## config.mk

```make
export PLATFORM = sky130hd
export DESIGN_NAME = crc8_frame_encoder
export DESIGN_NICKNAME = d
export VERILOG_FILES = /design/src/rtl/core/crc8f_pkg.sv /design/src/rtl/core/crc8f_regs.sv /design/src/rtl/core/crc8f_fold.sv /design/src/rtl/core/crc8f_serializer.sv /design/src/rtl/core/crc8_frame_encoder.sv
export SDC_FILE = /design/constraint.sdc
export NUM_CORES = 1
export LEC_CHECK = 0
export BUFFER_PORTS_ARGS = -buffer_cell sky130_fd_sc_hd__buf_2
export CELL_PAD_IN_SITES_DETAIL_PLACEMENT = 1
export CELL_PAD_IN_SITES_GLOBAL_PLACEMENT = 2
export CORE_UTILIZATION = 29
export DETAILED_ROUTE_END_ITERATION = 10
export GPL_TIMING_DRIVEN = 0
export PLACE_DENSITY = 0.84
export RECOVER_POWER = 25
export SYNTH_ARGS = -nofsm -noshare
export SYNTH_HDL_FRONTEND = slang
export SYNTH_HIERARCHICAL = 1
export SYNTH_SLANG_ARGS = --single-unit
```

## constraint.sdc

```tcl
create_clock -name aclk -period 5.8 [get_ports aclk]
set_input_delay 0.58 -clock aclk [delete_from_list [all_inputs] [get_ports aclk]]
set_output_delay 0.58 -clock aclk [all_outputs]
set_load 0.02 [all_outputs]
```

## src/rtl/core/crc8f_pkg.sv

```systemverilog
`default_nettype none
// ----------------------------------------------------------------------------
// crc8f_pkg
// Shared types, constants and the CRC-8 byte fold for the frame encoder.
// ----------------------------------------------------------------------------
package crc8f_pkg;

    localparam int unsigned BYTE_W   = 8;
    localparam int unsigned FILL_W   = 3;
    localparam int unsigned POS_W    = 3;
    localparam int unsigned APB_DW   = 32;
    localparam int unsigned APB_AW   = 3;

    localparam logic [BYTE_W-1:0] FRAME_MARK     = 8'h7E;
    localparam logic [BYTE_W-1:0] CRC8_GENERATOR = 8'h31;
    localparam logic [BYTE_W-1:0] CRC_INIT       = 8'hFF;
    localparam logic [BYTE_W-1:0] IDLE_BYTE      = 8'hFF;

    localparam logic [FILL_W-1:0] FILL_RESET = 3'd2;
    localparam logic [FILL_W-1:0] FILL_MIN   = 3'd1;
    localparam logic [FILL_W-1:0] FILL_MAX   = 3'd4;

    // Register index of the only configuration register.
    localparam logic [0:0] REG_FILL_COUNT = 1'b0;

    // Slot positions inside one burst of line bytes.
    localparam logic [POS_W-1:0] POS_OPEN  = 3'd0;
    localparam logic [POS_W-1:0] POS_DATA  = 3'd1;
    localparam logic [POS_W-1:0] POS_CRC   = 3'd2;
    localparam logic [POS_W-1:0] POS_CLOSE = 3'd3;

    // Everything the serializer needs to emit the bytes caused by one item.
    typedef struct packed {
        logic              open;
        logic [BYTE_W-1:0] data;
        logic [BYTE_W-1:0] crc;
        logic              last;
        logic [FILL_W-1:0] fills;
    } burst_t;

    // MSB-first CRC-8 over one byte, no reflection.
    function automatic logic [BYTE_W-1:0] crc8_fold(input logic [BYTE_W-1:0] crc,
                                                    input logic [BYTE_W-1:0] b);
        logic [BYTE_W-1:0] c;
        c = crc ^ b;
        for (int k = 0; k < BYTE_W; k++) begin
            if (c[BYTE_W-1]) begin
                c = {c[BYTE_W-2:0], 1'b0} ^ CRC8_GENERATOR;
            end else begin
                c = {c[BYTE_W-2:0], 1'b0};
            end
        end
        return c;
    endfunction

endpackage : crc8f_pkg
`default_nettype wire

```

## src/rtl/core/crc8f_regs.sv

```systemverilog
`default_nettype none
// ----------------------------------------------------------------------------
// crc8f_regs
// APB-style configuration register holding the idle fill count.
// ----------------------------------------------------------------------------
module crc8f_regs
    import crc8f_pkg::*;
(
    input  wire logic              aclk,
    input  wire logic              aresetn,
    input  wire logic              psel,
    input  wire logic              penable,
    input  wire logic              pwrite,
    input  wire logic [APB_AW-1:0] paddr,
    input  wire logic [APB_DW-1:0] pwdata,
    output logic      [APB_DW-1:0] prdata,
    output logic                   pready,
    output logic      [FILL_W-1:0] fill_count
);

    logic [FILL_W-1:0] fill_reg;
    logic [FILL_W-1:0] fill_next;
    logic              hit;

    assign hit    = (paddr[APB_AW-1] == REG_FILL_COUNT) && (paddr[1:0] == 2'b00);
    assign pready = 1'b1;

    always_comb begin
        fill_next = fill_reg;
        if (psel && penable && pwrite && hit) begin
            fill_next = pwdata[FILL_W-1:0];
        end
    end

    always_ff @(posedge aclk) begin
        if (!aresetn) begin
            fill_reg <= FILL_RESET;
        end else begin
            fill_reg <= fill_next;
        end
    end

    assign prdata     = hit ? {{(APB_DW-FILL_W){1'b0}}, fill_reg} : '0;
    assign fill_count = fill_reg;

endmodule : crc8f_regs
`default_nettype wire

```

## src/rtl/core/crc8f_fold.sv

```systemverilog
`default_nettype none
// ----------------------------------------------------------------------------
// crc8f_fold
// Frame state and running CRC; builds the burst description for one byte.
// ----------------------------------------------------------------------------
module crc8f_fold
    import crc8f_pkg::*;
(
    input  wire logic              aclk,
    input  wire logic              aresetn,
    input  wire logic              accept,
    input  wire logic [BYTE_W-1:0] payload_byte,
    input  wire logic              last_byte,
    input  wire logic [FILL_W-1:0] fill_count,
    output burst_t                 burst,
    output logic                   in_frame
);

    logic [BYTE_W-1:0] crc_reg;
    logic [BYTE_W-1:0] crc_next;
    logic              in_frame_reg;
    logic              in_frame_next;
    logic [BYTE_W-1:0] crc_fold;
    logic [FILL_W-1:0] fills;

    assign crc_fold = crc8_fold(crc_reg, payload_byte);

    // Out-of-range counts are clamped to the legal 1..4.
    always_comb begin
        priority if (fill_count < FILL_MIN) begin
            fills = FILL_MIN;
        end else if (fill_count > FILL_MAX) begin
            fills = FILL_MAX;
        end else begin
            fills = fill_count;
        end
    end

    always_comb begin
        crc_next      = crc_reg;
        in_frame_next = in_frame_reg;
        if (accept) begin
            crc_next      = last_byte ? CRC_INIT : crc_fold;
            in_frame_next = !last_byte;
        end
    end

    always_ff @(posedge aclk) begin
        if (!aresetn) begin
            crc_reg      <= CRC_INIT;
            in_frame_reg <= 1'b0;
        end else begin
            crc_reg      <= crc_next;
            in_frame_reg <= in_frame_next;
        end
    end

    assign burst.open  = !in_frame_reg;
    assign burst.data  = payload_byte;
    assign burst.crc   = crc_fold;
    assign burst.last  = last_byte;
    assign burst.fills = fills;
    assign in_frame    = in_frame_reg;

endmodule : crc8f_fold
`default_nettype wire

```

## src/rtl/core/crc8f_serializer.sv

```systemverilog
`default_nettype none
// ----------------------------------------------------------------------------
// crc8f_serializer
// Holds one burst and emits its line bytes, one per output handshake.
// ----------------------------------------------------------------------------
module crc8f_serializer
    import crc8f_pkg::*;
(
    input  wire logic              aclk,
    input  wire logic              aresetn,
    input  wire burst_t            burst,
    input  wire logic              load,
    output logic                   can_load,
    output logic                   m_valid,
    input  wire logic              m_ready,
    output logic      [BYTE_W-1:0] m_line_byte,
    output logic                   m_run_end
);

    burst_t           burst_reg;
    burst_t           burst_next;
    logic             valid_reg;
    logic             valid_next;
    logic [POS_W-1:0] pos_reg;
    logic [POS_W-1:0] pos_next;
    logic [POS_W-1:0] end_reg;
    logic [POS_W-1:0] end_next;
    logic             at_end;

    assign at_end   = (pos_reg == end_reg);
    assign can_load = !valid_reg || (m_ready && at_end);

    always_comb begin
        burst_next = burst_reg;
        valid_next = valid_reg;
        pos_next   = pos_reg;
        end_next   = end_reg;
        if (load) begin
            burst_next = burst;
            valid_next = 1'b1;
            pos_next   = burst.open ? POS_OPEN : POS_DATA;
            end_next   = burst.last ? (POS_CLOSE + burst.fills) : POS_DATA;
        end else if (valid_reg && m_ready) begin
            if (at_end) begin
                valid_next = 1'b0;
            end else begin
                pos_next = pos_reg + 1'b1;
            end
        end
    end

    always_ff @(posedge aclk) begin
        if (!aresetn) begin
            valid_reg <= 1'b0;
            pos_reg   <= POS_DATA;
            end_reg   <= POS_DATA;
        end else begin
            valid_reg <= valid_next;
            pos_reg   <= pos_next;
            end_reg   <= end_next;
        end
    end

    always_ff @(posedge aclk) begin
        burst_reg <= burst_next;
    end

    always_comb begin
        unique case (pos_reg)
            POS_OPEN:  m_line_byte = FRAME_MARK;
            POS_DATA:  m_line_byte = burst_reg.data;
            POS_CRC:   m_line_byte = burst_reg.crc;
            POS_CLOSE: m_line_byte = FRAME_MARK;
            default:   m_line_byte = IDLE_BYTE;
        endcase
    end

    assign m_valid   = valid_reg;
    assign m_run_end = at_end;

endmodule : crc8f_serializer
`default_nettype wire

```

## src/rtl/core/crc8_frame_encoder.sv

```systemverilog
`default_nettype none
// ----------------------------------------------------------------------------
// crc8_frame_encoder
// HDLC-style framer: opening boundary, payload bytes, CRC-8 trailer,
// closing boundary and idle fill bytes.
// ----------------------------------------------------------------------------
//
//  Channel   Direction  Handshake          Payload
//  -------   ---------  -----------------  ---------------------------------
//  s_        in         s_valid/s_ready    s_payload_byte[7:0], s_last_byte
//  m_        out        m_valid/m_ready    m_line_byte[7:0], m_run_end
//  APB       in/out     psel/penable       fill_count at address 0x0
//
//  An accepted byte is folded into the CRC in the same cycle and its whole
//  burst of line bytes is captured in the serializer's burst register.
//  The serializer then emits one line byte per cycle while m_ready is high,
//  so one item yields 1 to 8 line bytes: one byte in mid frame,
//  two when it opens a frame, and up to eight for a one-byte frame with the
//  largest fill count.
//  A new item is taken in the cycle in which the last byte of the previous
//  burst is handed over, so a stream of mid-frame bytes runs at one item
//  per cycle while m_ready is high.
//  Reset (synchronous, active low on aresetn) closes any open frame, sets
//  the CRC to 0xFF, sets the fill count to 2 and empties the output.
//  Stalls on m_ready hold the current byte and back-pressure s_ready.
//
// ----------------------------------------------------------------------------
module crc8_frame_encoder
    import crc8f_pkg::*;
(
    input  wire logic              aclk,
    input  wire logic              aresetn,
    // Input byte channel.
    input  wire logic              s_valid,
    output logic                   s_ready,
    input  wire logic [BYTE_W-1:0] s_payload_byte,
    input  wire logic              s_last_byte,
    // Line byte channel.
    output logic                   m_valid,
    input  wire logic              m_ready,
    output logic      [BYTE_W-1:0] m_line_byte,
    output logic                   m_run_end,
    // Configuration port.
    input  wire logic              psel,
    input  wire logic              penable,
    input  wire logic              pwrite,
    input  wire logic [APB_AW-1:0] paddr,
    input  wire logic [APB_DW-1:0] pwdata,
    output logic      [APB_DW-1:0] prdata,
    output logic                   pready
);

    logic [FILL_W-1:0] fill_count;
    logic              accept;
    logic              can_load;
    logic              in_frame;
    burst_t            burst;

    // The serializer frees its burst register exactly when it can take
    // the next item, so the input handshake follows it directly.
    assign s_ready = can_load;
    assign accept  = s_valid && s_ready;

    crc8f_regs u_regs (
        .aclk       (aclk),
        .aresetn    (aresetn),
        .psel       (psel),
        .penable    (penable),
        .pwrite     (pwrite),
        .paddr      (paddr),
        .pwdata     (pwdata),
        .prdata     (prdata),
        .pready     (pready),
        .fill_count (fill_count)
    );

    // Frame state and CRC update for the byte being accepted.
    crc8f_fold u_fold (
        .aclk         (aclk),
        .aresetn      (aresetn),
        .accept       (accept),
        .payload_byte (s_payload_byte),
        .last_byte    (s_last_byte),
        .fill_count   (fill_count),
        .burst        (burst),
        .in_frame     (in_frame)
    );

    // Burst register and byte sequencer toward the line.
    crc8f_serializer u_ser (
        .aclk        (aclk),
        .aresetn     (aresetn),
        .burst       (burst),
        .load        (accept),
        .can_load    (can_load),
        .m_valid     (m_valid),
        .m_ready     (m_ready),
        .m_line_byte (m_line_byte),
        .m_run_end   (m_run_end)
    );

`ifndef ASSERT_OFF
    // A stalled burst must block new items.
    a_stall_blocks_input: assert property (@(posedge aclk) disable iff (!aresetn)
        (m_valid && !m_ready) |-> !s_ready)
        else $error("input accepted while output stalled");

    // A byte handed over that is not the end of its run is followed by more.
    a_run_continues: assert property (@(posedge aclk) disable iff (!aresetn)
        (m_valid && m_ready && !m_run_end) |=> m_valid)
        else $error("burst ended before run end");

    // A last byte closes the frame; any other byte leaves it open.
    a_frame_close: assert property (@(posedge aclk) disable iff (!aresetn)
        (s_valid && s_ready) |=> (in_frame == !$past(s_last_byte)))
        else $error("frame state does not follow last byte");

    // An accepted item always produces output in the next cycle.
    a_item_emits: assert property (@(posedge aclk) disable iff (!aresetn)
        (s_valid && s_ready) |=> m_valid)
        else $error("accepted item produced no output");
`endif

endmodule : crc8_frame_encoder
`default_nettype wire
```

==> metrics.md, run 1 <==
| Metric | Value |
|---|---|
| CTS Root Cell | `clkbuf_8` |
| Post-synth ARST share | `0%` |
| Worst Path Max Fanout | `10` |
| Lkg Pwr | `around 1.1 nW` |
| H-tree depth | `2` |
| M2 GR Usage | `between 10% and 20%` |
| Port Buffers | `35` |
| Largest stage delay on the critical path | `between 700 and 800 ps` |
| Crit path launch type | `register` |
| Period utilisation layout | `a little over half` |
| Yosys warns | `6` |
| Worst Path Required | `5220 ps` |
| Post-Synthesis Cells | `just over 200` |
| Pin count of the biggest net entering global routing | `34` |
| RSZ-0062 raised after global routing | `false` |
| Final hold vios | `0` |
| Tightest Pin Transition | `approximately 1200 ps` |
| Post-synth top cells | `41 x buf_4, 19 x dfxtp_1, 16 x edfxtp_1` |
| Maximum clock frequency | `approximately 320 MHz` |
| Antenna violations before repair | `0` |
| GRT met3 Usage | `3.13%` |
| # DRC | `0` |
| Skew final | `roughly 4.2 ps` |
| Synth area leader | `edfxtp_1` |
| Tot GR Track Use | `11.5%` |
| Total Wirelength | `4.13 mm` |
| Power per Cell Area | `about 300 nW/um2` |
| CTS max path bufs | `2` |
| HPWL Detailed | `3.21 mm` |
| Tmin final | `between 3000 and 4000 ps` |
| Number of flops mapped to enable cells by yosys | `16` |
| Core ar. | `6870 um2` |
| IO Count | `95` |
| Max-slew violations | `0` |
| Die Wd | `87.0 um` |
| Initial core utilization | `~30%` |
| Die ar. | `7570 um2` |
| Reg2Reg Launch Point | `u_ser/pos_reg[0]` |
| Number of post-CTS setup repair buffers | `0` |
| Fraction of layout cells with a size suffix above 1 | `31.5%` |
| Setup TNS | `0 ps` |
| Syn avg cell area | `around 10 um2` |
| Most common cell in the synthesized netlist | `buf_4` |
| Buf+Inv Stages, Crit Path | `3` |
| Drt pass-1 iters | `4` |
| Antenna diode count | `0` |
| Cell Area, Synth | `about 2100 um2` |
| CTS hold repair buffers | `0` |
| Reg2Reg Depth | `7` |
| Post-CTS sizing | `0` |
| Count of cell types in the netlist | `41` |
| MaxCap Viol Count | `0` |
| Pre-CTS setup slack | `2910 ps` |
| Synthesized flop and latch total | `35` |
| Number of fillers in the final layout | `about 830` |
| Max reg flops | `16` |
| R2R Setup Slk | `about 3100 ps` |
| Status | `completed` |
| Setup ws final | `around 2700 ps` |
| Crit path from | `u_ser/pos_reg[2]` |
| CP Class | `reg -> out` |
| Post-synth top area share | `22.9%` |
| Hold/Removal Path Class | `reg -> reg` |
| Ranking of synthesized cells by area | `edfxtp_1 23%, dfxtp_1 18%, buf_4 15%` |
| Peak supply drop | `0.000179 V` |
| Rel. slew slack | `about 17%` |
| CTS clk-pin slew, worst paths | `roughly 70 ps` |
| GRT met1 Usage | `approximately an eighth` |
| CTS tree | `built` |
| Sequential fraction of the synthesis area | `between 40% and 50%` |
| Setup crit end kind | `primary output` |
| Delay-heaviest family, CP | `simple AND/OR/NAND/NOR gates` |
| Setup violations, final | `0` |
| Crit-path cells | `clkbuf_1 > inv_1 > ha_1 > nor4_1 > o21ai_0 > buf_2` |
| Worst r2r dst | `u_ser/pos_reg[0]` |
| Vias in the first global route | `about 1.4k` |
| Critical Path AT | `~2600 ps` |
| Total gr overflow | `0` |
| Detailed Route Iter0 Violations | `46` |
| Worst skew pair latency | `between 200 and 300 ps` |
| Vias | `around 1.5k` |
| Clock sink count | `35` |
| Levels on crit path | `6` |
| Num CTS Buffers | `5` |
| Number of vias per cell | `between 4 and 5` |
| Total power | `~760 uW` |
| Die Ht | `approximately 87 um` |
| Final estimated routing congestion in global placement | `0.758` |
| GR peak layer | `met2` |
| P&R area growth vs syn | `21.2%` |
| ANT nets after route | `0` |
| DR WL/cell | `11.2 um` |
| Global-route wire length before repair | `6.53 mm` |
| Worst setup endpoint | `m_line_byte[6]` |
| Top FF cell, synth | `dfxtp_1` |
| Final net count | `roughly 330` |
| Worst path slowest cell | `nor4_1` |
| Core Rows | `30` |
-- worst min path at each step --
stage	start	to	slack (ps)	cells past startpoint
3_5_place_dp	u_regs/fill_count[0]	u_regs/fill_count[0]	470	2
4_1_cts	u_regs/fill_count[0]	u_regs/fill_count[0]	480	2
5_1_grt	u_regs/fill_count[0]	u_regs/fill_count[0]	520	2
3_3_place_gp	u_regs/fill_count[0]	u_regs/fill_count[0]	450	2
6_report	u_regs/fill_count[0]	u_regs/fill_count[0]	480	2
2_1_floorplan	u_regs/fill_count[0]	u_regs/fill_count[0]	440	2
-- per-layer routing --
metal | up-vias | routed length [um]
met5 | - | 0
met4 | 0 | 77
met3 | 4 | 201
met2 | 47 | 2040
met1 | 695 | 1810
li1 | 769 | -
-- worst min-delay path, cell delays in order, from the launching register on --
cell and delay [ps]:
dfxtp_1 320, nand2_1 60, o21ai_1 60
-- where the power goes --
| part | switching, mW | total, mW | internal [mW] |
|---|---|---|---|
| logic | 0.156 | 0.263 | 0.107 |
| registers | 0.0175 | 0.328 | 0.310 |
| clock network | 0.0878 | 0.170 | 0.0821 |
-- metrics by stage --
stage | hold slack, ps | instance area (um2) | utilization, % | instances
2_1_floorplan | 437 | 2200 | - | 230
3_3_place_gp | 450 | 2490 | 36.3 | 361
3_5_place_dp | 473 | 2490 | 36.3 | 361
4_1_cts | 482 | 2580 | 37.5 | 369
5_1_grt | 519 | 2540 | 37.0 | 369
6_report | 482 | 2540 | 37.0 | 369
-- layout make-up --
class / count / area [um2] / area share [%]
multi-input cells: 142 / 957 / 37.7
flip-flops and latches: 35 / 861 / 33.9
clock buffers: 5 / 68.8 / 2.71
plain buffers: 43 / 315 / 12.4
inverters: 10 / 37.5 / 1.48
well taps: 96 / 120 / 4.73
repair buffers: 35 / 164 / 6.46
clock inverters: 3 / 15.0 / 0.591
-- cells in the final DEF (no fill, tap or decap), drive strengths merged, types with 5 or more instances in the layout --
cell type  netlist  routed
xor2             5       5
dfxtp           19      19
inv             10      10
edfxtp          16      16
o22a             5       5
and2             7       7
a22oi            8       8
ha               6       6
o21ai           12      12
nand2           13      13
conb             2      30
xnor2           20      20
clkbuf           2      16
buf             41      67
-- cell families after synthesis --
kind of cell | share of synthesized area, %
xor gates and xnor gates | 13.0
muxes | 0.956
adders and majority gates | 3.58
AOI/OAI and AO/OA | 13.3
DFF | 41.1
and+or+nand+nor | 10.9
buffers and inverters | 16.8
other | 0.359
Power figures use the tool's default switching activity.
==> run 2, diff against run 1 <==
--- a/config.mk
+++ b/config.mk
@@ -8,10 +8,10 @@
 export BUFFER_PORTS_ARGS = -buffer_cell sky130_fd_sc_hd__buf_2
 export CELL_PAD_IN_SITES_DETAIL_PLACEMENT = 1
 export CELL_PAD_IN_SITES_GLOBAL_PLACEMENT = 2
-export CORE_UTILIZATION = 29
+export CORE_UTILIZATION = 27
 export DETAILED_ROUTE_END_ITERATION = 10
 export GPL_TIMING_DRIVEN = 0
-export PLACE_DENSITY = 0.84
+export PLACE_DENSITY = 0.79
 export RECOVER_POWER = 25
 export SYNTH_ARGS = -nofsm -noshare
 export SYNTH_HDL_FRONTEND = slang
==> constraint.sdc (replaced) <==
create_clock -name aclk -period 3.1 [get_ports aclk]
set_input_delay 0.31 -clock aclk [delete_from_list [all_inputs] [get_ports aclk]]
set_output_delay 0.31 -clock aclk [all_outputs]
set_load 0.02 [all_outputs]
==> run 2 against run 1 <==
Net effect: critical endpoint is now m_line_byte[2]; via count up 0.86%; largest power group unchanged; count of clock-buffer cells in the layout unchanged; final cell count up 0.81%; global-route usage down 0.35 points; final area up 1.9%; wire length up 3.2%; worst setup slack worse by 2300 ps.
==> metrics.md, run 2 (synthesis results as in run 1) <==
| Metric | Value |
|---|---|
| Worst skew pair latency | `approximately 280 ps` |
| Tot GR Track Use | `11.1%` |
| Power per Cell Area | `617 nW/um2` |
| Number of vias per cell | `around 4.1` |
| RSZ-0062 raised after global routing | `false` |
| Final Non-Filler Cells | `372` |
| Worst r2r dst | `u_ser/pos_reg[0]` |
| Final hold slack | `between 200 and 300 ps` |
| Drt pass-1 iters | `4` |
| Total gr overflow | `0` |
| Max reg flops | `16` |
| MaxCap Viol Count | `0` |
| Die Wd | `roughly 90 um` |
| H-tree depth | `2` |
| WHS Path Cells | `2` |
| Final hold vios | `0` |
| Initial core utilization | `28.4%` |
| HPWL Detailed | `about 3.3 mm` |
| Detailed Route Iter0 Violations | `52` |
| Reg2Reg Launch Point | `u_ser/pos_reg[0]` |
| Tmin final | `~2800 ps` |
| Num CTS Buffers | `5` |
| CTS hold repair buffers | `0` |
| Post-CTS sizing | `0` |
| Setup crit end kind | `primary output` |
| IO Count | `between 90 and 100` |
| Hold Path Sink | `u_ser/m_valid` |
| Pin count of the biggest net entering global routing | `34` |
| Period utilisation layout | `approximately 89%` |
| Clock sink count | `35` |
| Setup TNS | `0 ps` |
| Final net count | `between 300 and 400` |
| Lkg Pwr | `between 1 and 1.5 nW` |
| Worst Path Required | `between 2000 and 3000 ps` |
| Total Wirelength | `between 4 and 5 mm` |
| Status | `completed` |
| Core Rows | `31` |
| Placed cells | `364` |
| Crit path launch type | `register` |
| Vias | `roughly 1.5k` |
| Most common cell after layout, fill and taps aside | `buf_4` |
| R2R Setup Slk | `440 ps` |
| CP Class | `reg -> out` |
| Final Util | `between 30% and 40%` |
| Worst Path Max Fanout | `10` |
| CTS clk-pin slew, worst paths | `70 ps` |
| Die ar. | `between 8000 and 9000 um2` |
| CTS tree | `built` |
| # DRC | `0` |
| Maximum clock frequency | `around 360 MHz` |
| Skew final | `3.74 ps` |
| Tightest Pin Transition | `roughly 1200 ps` |
| Number of post-CTS setup repair buffers | `0` |
| Max-slew violations | `0` |
| Core ar. | `about 7400 um2` |
| Peak supply drop | `approximately 0.00025 V` |
| Setup violations, final | `0` |
| HP Start | `m_ready` |
| P&R area growth vs syn | `23.5%` |
| Reg2Reg Depth | `7` |
| CTS Root Cell | `clkbuf_8` |
| DR WL/cell | `11.5 um` |
| Fraction of layout cells with a size suffix above 1 | `30.4%` |
| Die Ht | `roughly 90 um` |
| Hold/Removal Path Class | `in -> reg` |
| Port Buffers | `35` |
| Final estimated routing congestion in global placement | `around 0.71` |
| Critical Path AT | `between 2000 and 2500 ps` |
| Antenna diode count | `0` |
| Vias in the first global route | `between 1k and 1.5k` |
| Antenna violations before repair | `0` |
| Commonest non-fill, non-tap cells in the layout | `41 x buf_4, 30 x conb_1, 24 x buf_2` |
| Global-route wire length before repair | `around 7 mm` |
| ANT nets after route | `0` |
| CTS max path bufs | `2` |
| Rel. slew slack | `a little under a fifth` |
run 2: power by group:
part	total [mW]	internal [mW]	switching, mW
clock	0.490	0.321	0.169
combinational	0.493	0.199	0.294
sequential	0.615	0.581	0.0340
run 2: critical path, stage by stage (launching register included):
cell	delay, ps
dfxtp_1	410
clkbuf_1	330
inv_1	80
ha_1	220
nor4_1	650
o21ai_0	260
buf_2	230
run 2: per-stage QoR:
step / power [mW] / instance area [um2] / setup slack [ps]
finish: 1.60 / 2590 / 336
global route: 1.69 / 2590 / 9.16
CTS: 1.64 / 2640 / 258
detailed placement: 1.14 / 2500 / 378
global placement: 1.12 / 2500 / 467
floorplan: 1.00 / 2200 / 778
run 2: worst max path at each step:
stage | start | to | slack (ps) | cells past startpoint
after floorplan | u_ser/pos_reg[0] | u_ser/pos_reg[0] | 780 | 7
after global placement | u_ser/pos_reg[0] | u_fold/crc_reg[6] | 470 | 6
after detailed placement | u_ser/pos_reg[0] | u_fold/crc_reg[1] | 380 | 6
after CTS | u_ser/pos_reg[2] | m_line_byte[2] | 260 | 6
after global routing | u_ser/pos_reg[2] | m_line_byte[2] | 9 | 6
final | u_ser/pos_reg[2] | m_line_byte[2] | 340 | 6
run 2: cell type report:
class                   instances  area (um2)
flip-flops and latches         35         861
fillers                       874        4780
well taps                      99         124
plain buffers                  43         315
repair buffers                 35         161
clock buffers                   5        68.8
multi-input cells             142         952
inverters                      10        37.5
clock inverters                 3        67.6
run 2: layer usage:
| layer | track usage [%] | share of wire (%) |
|---|---|---|
| met2 | 19.5 | 50 |
| met1 | 13.0 | 43 |
| met4 | 4.44 | 1.9 |
| met3 | 2.62 | 5.0 |
| met5 | 0 | 0 |
